[src/rtl/core/opi_pkg.sv]
`timescale 1ns / 1ps
`default_nettype none
package opi_pkg;

  // field and register widths
  localparam int unsigned LIN_W      = 16;
  localparam int unsigned ANG_W      = 24;
  localparam int unsigned PERIOD_W   = 16;
  localparam int unsigned FC_W       = 24;
  localparam int unsigned THR_W      = 24;
  localparam int unsigned HEAD_W     = 24;
  localparam int unsigned TRAV_W     = 32;
  localparam int unsigned CARRY_W    = 21;

  localparam int unsigned DISTANCE_WIDTH_DEF = 32;

  // tick divisor and the widths of the sums around it
  localparam int unsigned TICK_DIVISOR = 1000000;
  localparam int unsigned DIV_W        = 20;  // holds the tick divisor and its remainders
  localparam int unsigned HDVS_W       = 24;  // divisor width of the shared heading divider
  localparam int unsigned DSUM_W       = 34;
  localparam int unsigned DMAG_W       = 33;
  localparam int unsigned HSUM_W       = 41;
  localparam int unsigned HMAG_W       = 40;
  localparam int unsigned DQ_W         = 14;
  localparam int unsigned HQ_W         = 21;
  localparam int unsigned H_W          = 26;  // heading plus delta, signed
  localparam int unsigned HABS_W       = 25;

  // configuration port
  localparam int unsigned CFG_IDX_W  = 2;
  localparam int unsigned CFG_DATA_W = 24;

  localparam logic [CFG_IDX_W-1:0] CFG_PERIOD_US   = CFG_IDX_W'(0);
  localparam logic [CFG_IDX_W-1:0] CFG_FULL_CIRCLE = CFG_IDX_W'(1);
  localparam logic [CFG_IDX_W-1:0] CFG_TURN_THR    = CFG_IDX_W'(2);

  localparam logic [PERIOD_W-1:0] PERIOD_RESET = PERIOD_W'(1000);
  localparam logic [FC_W-1:0]     FC_RESET     = FC_W'(36000);
  localparam logic [THR_W-1:0]    THR_RESET    = THR_W'(25);

endpackage
`default_nettype wire

[src/rtl/core/opi_smul.sv]
`timescale 1ns / 1ps
`default_nettype none
module opi_smul #(
  parameter int unsigned MC_W = 24,
  parameter int unsigned P_W  = 41
) (
  input  wire logic                          clk_i,
  input  wire logic                          rst_ni,
  input  wire logic                          start_i,
  input  wire logic signed [MC_W-1:0]        mcand_i,
  input  wire logic [opi_pkg::PERIOD_W-1:0]  mplier_i,
  input  wire logic signed [P_W-1:0]         addend_i,
  output logic                               busy_o,
  output logic signed [P_W-1:0]              prod_o
);
  import opi_pkg::*;

  localparam int unsigned CW = $clog2(PERIOD_W + 1);

  logic signed [P_W-1:0]  acc_q;
  logic signed [P_W-1:0]  mc_q;
  logic [PERIOD_W-1:0]    mp_q;
  logic [CW-1:0]          cnt_q;

  always_ff @(posedge clk_i or negedge rst_ni) begin
    if (!rst_ni) begin
      cnt_q <= '0;
    end else if (start_i) begin
      cnt_q <= CW'(PERIOD_W);
    end else if (cnt_q != '0) begin
      cnt_q <= cnt_q - CW'(1);
    end
  end

  // one multiplier bit a cycle, lsb first, the addend preloaded
  always_ff @(posedge clk_i) begin
    if (start_i) begin
      acc_q <= addend_i;
      mc_q  <= P_W'(mcand_i);
      mp_q  <= mplier_i;
    end else if (cnt_q != '0) begin
      if (mp_q[0]) begin
        acc_q <= acc_q + mc_q;
      end
      mc_q <= mc_q <<< 1;
      mp_q <= mp_q >> 1;
    end
  end

  assign busy_o = (cnt_q != '0);
  assign prod_o = acc_q;

endmodule
`default_nettype wire

[src/rtl/core/opi_sdiv.sv]
`timescale 1ns / 1ps
`default_nettype none
module opi_sdiv #(
  parameter int unsigned N = 40,
  parameter int unsigned M = 24,
  localparam int unsigned CW = $clog2(N + 1)
) (
  input  wire logic          clk_i,
  input  wire logic          rst_ni,
  input  wire logic          start_i,
  input  wire logic [CW-1:0] iter_i,
  input  wire logic [N-1:0]  dividend_i,  // msb aligned, iter_i bits in use
  input  wire logic [M-1:0]  divisor_i,
  output logic               busy_o,
  output logic [N-1:0]       quot_o,
  output logic [M-1:0]       rem_o
);
  import opi_pkg::*;

  logic [N-1:0]  dq_q;
  logic [M-1:0]  rem_q;
  logic [M-1:0]  dvs_q;
  logic [CW-1:0] cnt_q;
  logic [M:0]    trial;
  logic          ge;

  // restoring step, one quotient bit a cycle
  assign trial = {rem_q, dq_q[N-1]};
  assign ge    = (trial >= {1'b0, dvs_q});

  always_ff @(posedge clk_i or negedge rst_ni) begin
    if (!rst_ni) begin
      cnt_q <= '0;
    end else if (start_i) begin
      cnt_q <= iter_i;
    end else if (cnt_q != '0) begin
      cnt_q <= cnt_q - CW'(1);
    end
  end

  always_ff @(posedge clk_i) begin
    if (start_i) begin
      dq_q  <= dividend_i;
      rem_q <= '0;
      dvs_q <= divisor_i;
    end else if (cnt_q != '0) begin
      rem_q <= ge ? M'(trial - {1'b0, dvs_q}) : trial[M-1:0];
      dq_q  <= {dq_q[N-2:0], ge};
    end
  end

  assign busy_o = (cnt_q != '0);
  assign quot_o = dq_q;
  assign rem_o  = rem_q;

endmodule
`default_nettype wire

[src/rtl/core/odometry_pose_integrator_top.sv]
`timescale 1ns / 1ps
`default_nettype none
// channel   dir  handshake                 payload
// in        in   in_valid_i / in_ready_o   linear_speed_i, angular_speed_i
// out       out  out_valid_o / out_ready_i heading_o, travelled_o
// cfg       in   cfg_valid_i / cfg_ready_o cfg_index_i, cfg_data_i
//
// a tick runs from request to result through 16 multiply steps, 40 steps of the
// heading division by the tick divisor and 25 steps of the heading wrap division,
// all in bit-serial units, the two heading divisions sharing one divider, plus
// the sequencing states. a zero full_circle skips the wrap division.
// one tick is worked at a time; the next request is taken while a result still waits
// in the output register, and a tick stalls at the end until that register is free.
// rst_ni clears accumulators and carries and loads the register defaults.
// cfg_ready_o is always high.
module odometry_pose_integrator_top #(
  parameter int unsigned DISTANCE_WIDTH = opi_pkg::DISTANCE_WIDTH_DEF
) (
  input  wire logic                              clk_i,
  input  wire logic                              rst_ni,
  input  wire logic                              in_valid_i,
  output logic                                   in_ready_o,
  input  wire logic signed [opi_pkg::LIN_W-1:0]  linear_speed_i,
  input  wire logic signed [opi_pkg::ANG_W-1:0]  angular_speed_i,
  output logic                                   out_valid_o,
  input  wire logic                              out_ready_i,
  output logic [opi_pkg::HEAD_W-1:0]             heading_o,
  output logic signed [opi_pkg::TRAV_W-1:0]      travelled_o,
  input  wire logic                              cfg_valid_i,
  output logic                                   cfg_ready_o,
  input  wire logic [opi_pkg::CFG_IDX_W-1:0]     cfg_index_i,
  input  wire logic [opi_pkg::CFG_DATA_W-1:0]    cfg_data_i
);
  import opi_pkg::*;

  localparam int unsigned HCW = $clog2(HMAG_W + 1);
  localparam int unsigned DCW = $clog2(DMAG_W + 1);

  typedef enum logic [2:0] {
    S_IDLE,
    S_MUL,
    S_DIV,
    S_FIX,
    S_MOD,
    S_WRAP,
    S_OUT
  } state_e;

  state_e state_q;

  logic [PERIOD_W-1:0] period_q;
  logic [FC_W-1:0]     fc_q;
  logic [THR_W-1:0]    thr_q;

  logic signed [CARRY_W-1:0] dcarry_q;
  logic signed [CARRY_W-1:0] hcarry_q;
  logic [HEAD_W-1:0]         hacc_q;
  logic [DISTANCE_WIDTH-1:0] dacc_q;

  logic                  hen_q;
  logic                  dneg_q;
  logic                  hneg_q;
  logic signed [H_W-1:0] h_q;
  logic [HEAD_W-1:0]     hnew_q;

  logic                     out_valid_q;
  logic [HEAD_W-1:0]        out_head_q;
  logic signed [TRAV_W-1:0] out_trav_q;

  logic              in_acc;
  logic [ANG_W-1:0]  w_abs;
  logic              hen;

  logic                     dmul_busy;
  logic                     hmul_busy;
  logic signed [DSUM_W-1:0] dprod;
  logic signed [HSUM_W-1:0] hprod;

  logic               div_go;
  logic               wrap_go;
  logic [DMAG_W-1:0]  dmag;
  logic [HMAG_W-1:0]  hmag;
  logic               ddiv_busy;
  logic               hdiv_busy;
  logic [DMAG_W-1:0]  dquot;
  logic [DIV_W-1:0]   drem;
  logic [HMAG_W-1:0]  hquot;
  logic [HDVS_W-1:0]  hrem;
  logic               hdiv_start;
  logic [HCW-1:0]     hdiv_iter;
  logic [HMAG_W-1:0]  hdiv_dividend;
  logic [HDVS_W-1:0]  hdiv_divisor;

  logic [DISTANCE_WIDTH-1:0] dq_ext;
  logic [H_W-1:0]            hq_ext;
  logic [H_W-1:0]            hacc_ext;
  logic signed [H_W-1:0]     hsum;
  logic [HABS_W-1:0]         habs;
  logic [HEAD_W-1:0]         wrapped;
  logic                      out_load;

  assign in_ready_o  = (state_q == S_IDLE);
  assign in_acc      = in_valid_i && in_ready_o;
  assign cfg_ready_o = 1'b1;

  // below the noise threshold the heading stands still
  assign w_abs = angular_speed_i[ANG_W-1] ? (~angular_speed_i + ANG_W'(1)) : angular_speed_i;
  assign hen   = (w_abs >= thr_q);

  opi_smul #(
    .MC_W (LIN_W),
    .P_W  (DSUM_W)
  ) u_dmul (
    .clk_i    (clk_i),
    .rst_ni   (rst_ni),
    .start_i  (in_acc),
    .mcand_i  (linear_speed_i),
    .mplier_i (period_q),
    .addend_i (DSUM_W'(dcarry_q)),
    .busy_o   (dmul_busy),
    .prod_o   (dprod)
  );

  opi_smul #(
    .MC_W (ANG_W),
    .P_W  (HSUM_W)
  ) u_hmul (
    .clk_i    (clk_i),
    .rst_ni   (rst_ni),
    .start_i  (in_acc),
    .mcand_i  (angular_speed_i),
    .mplier_i (period_q),
    .addend_i (HSUM_W'(hcarry_q)),
    .busy_o   (hmul_busy),
    .prod_o   (hprod)
  );

  assign div_go  = (state_q == S_MUL) && !dmul_busy && !hmul_busy;
  assign wrap_go = (state_q == S_MOD) && (fc_q != '0);

  assign dmag = dprod[DSUM_W-1] ? DMAG_W'(-dprod) : DMAG_W'(dprod);
  assign hmag = hprod[HSUM_W-1] ? HMAG_W'(-hprod) : HMAG_W'(hprod);

  opi_sdiv #(
    .N (DMAG_W),
    .M (DIV_W)
  ) u_ddiv (
    .clk_i      (clk_i),
    .rst_ni     (rst_ni),
    .start_i    (div_go),
    .iter_i     (DCW'(DMAG_W)),
    .dividend_i (dmag),
    .divisor_i  (DIV_W'(TICK_DIVISOR)),
    .busy_o     (ddiv_busy),
    .quot_o     (dquot),
    .rem_o      (drem)
  );

  // heading divider: first by the tick divisor, then the wrap by full_circle
  assign habs          = h_q[H_W-1] ? HABS_W'(-h_q) : HABS_W'(h_q);
  assign hdiv_start    = div_go || wrap_go;
  assign hdiv_iter     = wrap_go ? HCW'(HABS_W) : HCW'(HMAG_W);
  assign hdiv_dividend = wrap_go ? {habs, {(HMAG_W - HABS_W){1'b0}}} : hmag;
  assign hdiv_divisor  = wrap_go ? HDVS_W'(fc_q) : HDVS_W'(TICK_DIVISOR);

  opi_sdiv #(
    .N (HMAG_W),
    .M (HDVS_W)
  ) u_hdiv (
    .clk_i      (clk_i),
    .rst_ni     (rst_ni),
    .start_i    (hdiv_start),
    .iter_i     (hdiv_iter),
    .dividend_i (hdiv_dividend),
    .divisor_i  (hdiv_divisor),
    .busy_o     (hdiv_busy),
    .quot_o     (hquot),
    .rem_o      (hrem)
  );

  assign dq_ext   = DISTANCE_WIDTH'(dquot[DQ_W-1:0]);
  assign hq_ext   = H_W'(hquot[HQ_W-1:0]);
  assign hacc_ext = H_W'(hacc_q);
  assign hsum     = !hen_q ? signed'(hacc_ext) :
                    hneg_q ? signed'(hacc_ext - hq_ext) : signed'(hacc_ext + hq_ext);

  // truncated remainder of a negative sum folds back into the circle
  assign wrapped = (h_q[H_W-1] && (hrem != '0)) ? (fc_q - hrem) : hrem;

  assign out_load = (state_q == S_OUT) && (!out_valid_q || out_ready_i);

  always_ff @(posedge clk_i or negedge rst_ni) begin
    if (!rst_ni) begin
      state_q     <= S_IDLE;
      period_q    <= PERIOD_RESET;
      fc_q        <= FC_RESET;
      thr_q       <= THR_RESET;
      dcarry_q    <= '0;
      hcarry_q    <= '0;
      hacc_q      <= '0;
      dacc_q      <= '0;
      hen_q       <= 1'b0;
      dneg_q      <= 1'b0;
      hneg_q      <= 1'b0;
      h_q         <= '0;
      hnew_q      <= '0;
      out_valid_q <= 1'b0;
      out_head_q  <= '0;
      out_trav_q  <= '0;
    end else begin
      if (cfg_valid_i && cfg_ready_o) begin
        case (cfg_index_i)
          CFG_PERIOD_US:   period_q <= cfg_data_i[PERIOD_W-1:0];
          CFG_FULL_CIRCLE: fc_q     <= cfg_data_i[FC_W-1:0];
          CFG_TURN_THR:    thr_q    <= cfg_data_i[THR_W-1:0];
          default: ;
        endcase
      end

      if (out_load) begin
        out_valid_q <= 1'b1;
      end else if (out_ready_i) begin
        out_valid_q <= 1'b0;
      end

      case (state_q)
        S_IDLE: begin
          if (in_acc) begin
            hen_q   <= hen;
            state_q <= S_MUL;
          end
        end
        S_MUL: begin
          if (div_go) begin
            dneg_q  <= dprod[DSUM_W-1];
            hneg_q  <= hprod[HSUM_W-1];
            state_q <= S_DIV;
          end
        end
        S_DIV: begin
          if (!ddiv_busy && !hdiv_busy) begin
            state_q <= S_FIX;
          end
        end
        S_FIX: begin
          dacc_q   <= dneg_q ? (dacc_q - dq_ext) : (dacc_q + dq_ext);
          dcarry_q <= dneg_q ? -signed'({1'b0, drem}) : signed'({1'b0, drem});
          if (hen_q) begin
            hcarry_q <= hneg_q ? -signed'({1'b0, hrem[DIV_W-1:0]})
                               : signed'({1'b0, hrem[DIV_W-1:0]});
          end
          h_q     <= hsum;
          state_q <= S_MOD;
        end
        S_MOD: begin
          if (wrap_go) begin
            state_q <= S_WRAP;
          end else begin
            hnew_q  <= h_q[HEAD_W-1:0];
            state_q <= S_OUT;
          end
        end
        S_WRAP: begin
          if (!hdiv_busy) begin
            hnew_q  <= wrapped;
            state_q <= S_OUT;
          end
        end
        S_OUT: begin
          if (out_load) begin
            hacc_q     <= hnew_q;
            out_head_q <= hnew_q;
            out_trav_q <= TRAV_W'(signed'(dacc_q));
            state_q    <= S_IDLE;
          end
        end
        default: state_q <= S_IDLE;
      endcase
    end
  end

  assign out_valid_o = out_valid_q;
  assign heading_o   = out_head_q;
  assign travelled_o = out_trav_q;

endmodule
`default_nettype wire

[config.mk]
export PLATFORM = sky130hd
export DESIGN_NAME = odometry_pose_integrator_top
export DESIGN_NICKNAME = d
export VERILOG_FILES = /design/src/rtl/core/opi_pkg.sv /design/src/rtl/core/opi_smul.sv /design/src/rtl/core/opi_sdiv.sv /design/src/rtl/core/odometry_pose_integrator_top.sv
export SDC_FILE = /design/constraint.sdc
export NUM_CORES = 2
export LEC_CHECK = 0
export ABC_AREA = 1
export BUFFER_PORTS_ARGS = -buffer_cell sky130_fd_sc_hd__buf_2
export CAP_MARGIN = 20
export CORE_ASPECT_RATIO = 0.75
export CORE_MARGIN = 4
export CORE_UTILIZATION = 59
export CTS_BUF_LIST = sky130_fd_sc_hd__clkbuf_4
export DETAILED_ROUTE_END_ITERATION = 8
export PLACE_DENSITY = 0.79
export SLEW_MARGIN = 10
export SYNTH_ARGS = -nofsm -noshare
export SYNTH_HDL_FRONTEND = slang
export SYNTH_HIERARCHICAL = 1
export SYNTH_SLANG_ARGS = --single-unit
[constraint.sdc]
create_clock -name clk_i -period 4 [get_ports clk_i]
set_input_delay 0 -clock clk_i [delete_from_list [all_inputs] [get_ports clk_i]]
set_output_delay 0 -clock clk_i [all_outputs]
set_load 0.01 [all_outputs]
## After elaboration in Yosys (flattened, before gate mapping)

Cells that the tools add are included.

- Flip-flop bits (word level): 596
- Logic and storage cells: 160

- $add $sub $neg: 19
- Magnitude comparators: 3
- Equal/unequal tests: 14
- Muxes and demuxes: 52
- Bitwise logic cells: 1
- Reductions and logical operators: 41

Operators by type and width:

| kind | number |
|---|---|
| $mux W41 | 5 |
| $mux W34 | 5 |
| $mux W40 | 4 |
| $mux W24 | 5 |
| $mux W33 | 3 |
| $mux W16 | 4 |
| $mux W26 | 2 |
| $pmux W24 S2 | 1 |
| $reduce_bool A24 Y1 | 2 |
| $sub A24 B24 Y24 | 2 |
| $mux W21 | 2 |
| $neg A20 Y21 | 2 |
| $add A41 B41 Y41 | 1 |
| $neg A40 Y40 | 1 |
| $add A34 B34 Y34 | 1 |
| $neg A33 Y33 | 1 |
| $add A32 B14 Y32 | 1 |
| $mux W32 | 1 |
| $sub A32 B14 Y32 | 1 |
| $mux W6 | 5 |
| $add A24 B21 Y25 | 1 |
| $ge A25 B24 Y1 | 1 |
| $mux W25 | 1 |
| $neg A25 Y25 | 1 |
| other kinds (32) | 77 |

## Longest topological paths before layout

- Depth after elaboration: 6
- Mapped depth: 21
- Depth with buffers taken out: 21

## Modules after synthesis

Netlist, hierarchy kept.

By module, submodules not included:

| module | times used | cells each | area an instance (um^2) |
|---|---|---|---|
| odometry_pose_integrator_top | 1 | 3,424 | 22,033.6 |
| opi_smul (u_hmul) | 1 | 1,040 | 7,348.3 |
| opi_smul (u_dmul) | 1 | 817 | 6,025.8 |
| opi_sdiv (u_hdiv) | 1 | 787 | 5,815.6 |
| opi_sdiv (u_ddiv) | 1 | 597 | 4,638.2 |

## Worst setup path after synthesis

Ideal clock, no wire load.

- Kind: register to register
- Start: register u_dmul.cnt_q[0]
- End: register u_hdiv.dq_q[0] (netlist: u_hdiv/quot_o[0]) (enable)
- Setup time: 0.382 ns
- Arrival: 3.733 ns
- Required time: 3.618 ns
- Path slack: -0.116 ns
- Stages on the path, launching flop included: 10
- Buffers on the path: 1
- Clock period less this slack: 4.116 ns
- Cell sequence: dfrtp_1 -> inv_1 -> ha_1 -> nand3_1 -> nor3_2 -> inv_1 -> nand2_1 -> nor2_2 -> inv_1 -> buf_2

- Word-level cells in the longest chain between the ends: 6

Ends and longest elaborated chain:

| item | line | source |
|---|---|---|
| from (decl) | opi_smul.sv:23 | `logic [CW-1:0] cnt_q;` |
| from (signal assigned) | opi_smul.sv:29 | `cnt_q <= CW'(PERIOD_W);` |
| from (signal assigned) | opi_smul.sv:31 | `cnt_q <= cnt_q - CW'(1);` |
| $reduce_bool A5 Y1 | opi_smul.sv:50 | `assign busy_o = (cnt_q != '0);` |
| named net dmul_busy | odometry_pose_integrator_top.sv:74 | `logic dmul_busy;` |
| $logic_not A1 Y1 | odometry_pose_integrator_top.sv:138 | `assign div_go = (state_q == S_MUL) && !dmul_busy && !hmul_busy;` |
| $logic_and A1 B1 Y1 (2 in a row) | odometry_pose_integrator_top.sv:138 |  |
| named net div_go | odometry_pose_integrator_top.sv:79 | `logic div_go;` |
| $logic_or A1 B1 Y1 | odometry_pose_integrator_top.sv:161 | `assign hdiv_start = div_go \|\| wrap_go;` |
| named net hdiv_start | odometry_pose_integrator_top.sv:89 | `logic hdiv_start;` |
| $reduce_bool A2 Y1 (no source line) | - |  |
| to (signal assigned) | opi_sdiv.sv:43 | `dq_q <= dividend_i;` |
| to (signal assigned) | opi_sdiv.sv:48 | `dq_q <= {dq_q[N-2:0], ge};` |
| to (decl) | opi_sdiv.sv:20 | `logic [N-1:0] dq_q;` |

The timed path passes the listed nets, and every way through them passes these cells.
A chain may end at the register's enable or synchronous reset.

## Worst setup path in the final report

- Start: input port angular_speed_i[1] (netlist name)
- End: register hen_q

- Word-level cells in the longest chain between the ends: 4

Ends and longest elaborated chain:

| item | line | source |
|---|---|---|
| from (decl) | odometry_pose_integrator_top.sv:24 | `input wire logic signed [opi_pkg::ANG_W-1:0] angular_speed_i,` |
| $not A24 Y24 | odometry_pose_integrator_top.sv:107 | `assign w_abs = angular_speed_i[ANG_W-1] ? (~angular_speed_i + ANG_W'(1)) : angular_speed_i;` |
| $add A24 B2 Y24 | odometry_pose_integrator_top.sv:107 |  |
| $mux W24 * | odometry_pose_integrator_top.sv:107 |  |
| $ge A24 B24 Y1 * | odometry_pose_integrator_top.sv:108 | `assign hen = (w_abs >= thr_q);` |
| to (signal assigned) | odometry_pose_integrator_top.sv:229 | `hen_q <= hen;` |
| to (decl) | odometry_pose_integrator_top.sv:60 | `logic hen_q;` |

Mark *: on every way between the ends. The rest lies on a longest branch, timed or not.

==> run metrics <==
status=complete, no violations; 1st-pass router iterations=7; Hold Path Class=primary input to register; Placed Area=47500 sq um; Clock power frac=13.0%; area share of the largest cell type after synthesis=19.6%; Synth-to-Final Area Change=12.9%; Reg-to-Reg End=dacc_q[22]; cell area after layout=51800 sq um; CTS root buf=clkbuf_4; sequential element share of the synthesized area=36.4%; Critical path origin=angular_speed_i[1]; DRT Wirelength=161 mm; First DRT Iteration DRCs=6379; worst path required time=4990 ps; startpoint of the worst hold path=cfg_valid_i; Worst Max-Slew Pin Slew=1150 ps; R2R depth=20; #FFs+latches synth=616; switch share=52.2%; CP Data Arrival Time=4470 ps; # setup viols final=0; switching pwr=24500 uW; CTS buffer count=159; Crit Path Class=primary input to register; Die Wd=330 microns; final hold vios=0; Cells after Synth=6665; Startpoint Class=primary input; layout cells sized above 1=8.96%; Pleak=0.0267 uW; CORE AREA=77000 sq um; Initial Util=59.6%; largest net degree at the start of global routing=125; vias=47400; Post-CTS Setup Inserts=0; top-count cell post-synth=nand2_1; global placer's final weighted congestion=0.997; CTS max path bufs=3; Remaining Overflow, GRT=0; Total Routing Usage GR=38.4%; max cap viols=0; Seq pwr share=28.2%; placed wire-length estimate=116 mm; element type at the critical path end=register; Post-Syn Area=45900 sq um; I/O pins=130; ANT nets after route=0; VDD IR max=0.555 mV; Die Y-Extent=249 microns; initial antenna violation count=9; Reg clk slew, reported paths=70 ps; TNS Setup=0 ps; post-synthesis cell type count=66; port bufs=128; worst setup path end=hen_q; clk_lat worst skew=1090 ps; num rows=88; Layout Skew=96.0 ps; FF-to-FF setup slack=520 ps; power per cell area=907 nW/um^2; DP Worst Slack=516 ps; Avg Cell Area, Syn=6.88 sq um; Slew HR=23.4%; DRC=0; number of global-route vias before repair=43200; Comb pwr share=58.8%; minimum clock period=3480 ps; commonest cells in the netlist=2375 x nand2_1, 882 x inv_1, 563 x nor2_1; routed length per instance=19.6 microns; FMAX=287 MHz; TritonCTS clock tree=done; Max FO, Critical Path=4; setup ws final=516 ps; Post-synth EDFFs=299; first-pass GRT wire length=248 mm; Sink Count=616; Slew Viols, Final=0; H-tree depth=4; RR Startpoint=u_ddiv/quot_o[1]; Layout fillers=6566; Nets=7379; crit share post-route=87.1%; detailed-route vias per instance=5.76; warnings from Yosys=6; cell-internal power=22400 uW; die footprint=82300 sq um; asr flop ratio synth=44.3%; main area contributors after synthesis=edfxtp_1 20%, nand2_1 19%, dfrtp_1 14%, inv_1 7.2%, ha_1 6.8%; RSZ-0062 raised after global routing=false; cell taking the most area after synthesis=edfxtp_1; ys flop type=edfxtp_1
worst max-delay path, cell delays in order:
cell,delay (ps)
dlygate4sd3_1,540
buf_2,130
inv_1,140
ha_1,230
nand3_1,130
nor3_1,270
nand3_1,250
nor3_1,350
nand2_1,170
o21ai_0,260
xnor2_1,110
ha_1,270
nand2_1,50
inv_1,80
nand3_1,120
nor2_1,260
nand2_1,90
o2111ai_1,230
nand2_1,150
nand2_1,90
dlygate4sd3_1,540
sequential cells by signal (all words and copies together) (netlist names), 20 cells and up:
name           count
dacc_q            32
fc_q              24
dcarry_q          21
u_hmul/prod_o     41
u_dmul/mc_q       34
h_q               26
travelled_o       32
u_hdiv/dvs_q      24
hnew_q            24
u_hdiv/rem_o      24
u_hdiv/quot_o     40
u_ddiv/dvs_q      20
thr_q             24
u_ddiv/rem_o      20
u_hmul/mc_q       41
heading_o         24
hcarry_q          21
u_ddiv/quot_o     33
u_dmul/prod_o     34
final cells by class:
type / count / area (sq um) / area share, %
clock buffers: 250 / 1880 / 3.63
multi-input cells: 4985 / 25100 / 48.4
flip-flops and latches: 616 / 16700 / 32.3
diodes: 9 / 22.5 / 0.0435
inverters: 914 / 3430 / 6.63
repair buffers: 373 / 3060 / 5.91
well taps: 1035 / 1290 / 2.50
clock inverters: 39 / 308 / 0.595
layer usage:
metal	track usage, %	part of all wire [%]	vias up
li1	-	-	22200
met1	58.4	44	21700
met2	52.6	39	2962
met3	10.5	13	461
met4	12.1	3.2	14
met5	1.35	0.17	-
repair_timing:
action,in CTS,in global routing
gates resized for setup,0,2
setup endpoints to repair,0,2
endpoints found under the hold margin,521,0
hold buffers,197,0
worst min-delay path by stage:
stage,end,slack [ps],cells after the start
floorplan,dacc_q[0],-300,0
global placement,heading_o[5],40,1
detailed placement,heading_o[5],50,1
CTS,h_q[2],150,4
global route,period_q[9],150,4
finish,period_q[9],190,4
cells by family after synthesis:
family / Yosys count / share of synthesized area [%]
compound gates: 801 / 9.49
flops: 616 / 36.4
simple gates: 3675 / 33.3
mux: 32 / 0.786
xor+xnor: 188 / 3.59
other cells: 2 / 0.0164
fa+ha+maj: 259 / 7.20
buf+inv: 1092 / 9.23
layout by cell type (no fill, tap or decap), types with 29 or more instances in the layout:
cell           count
nor3_1            64
edfxtp_1         299
clkbuf_4         250
xor2_1            98
nand2_1         2371
nand3b_1          29
xnor2_1           90
inv_1            880
buf_4             43
nand4_1           89
dfrtp_1          259
dfxtp_1           44
o21ai_0          333
mux2_2            32
nand3_1          425
nor2_1           561
buf_2            127
a21oi_1          291
conb_1            30
dlygate4sd3_1    196
o21ai_1           56
ha_1             251
metrics by stage:
step	instances	power, uW	utilization [%]	hold WS [ps]
after detailed placement	7724	39300	61.7	46.5
after global placement	7724	38800	61.7	42.3
after global routing	8218	50500	67.2	154
after floorplan	6693	31200	-	-296
final	8221	46900	67.3	194
after CTS	8210	45800	67.2	155
power by group through the flow:
| stage | clock network, uW | logic [uW] | registers, uW |
|---|---|---|---|
| floorplan | 0 | 19400 | 11900 |
| detailed placement | 0 | 26200 | 13100 |
| CTS | 6100 | 26600 | 13000 |
| global placement | 0 | 25700 | 13100 |
| global route | 6500 | 30600 | 13400 |
| finish | 6080 | 27600 | 13200 |
(Power assumes the default switching activity.)
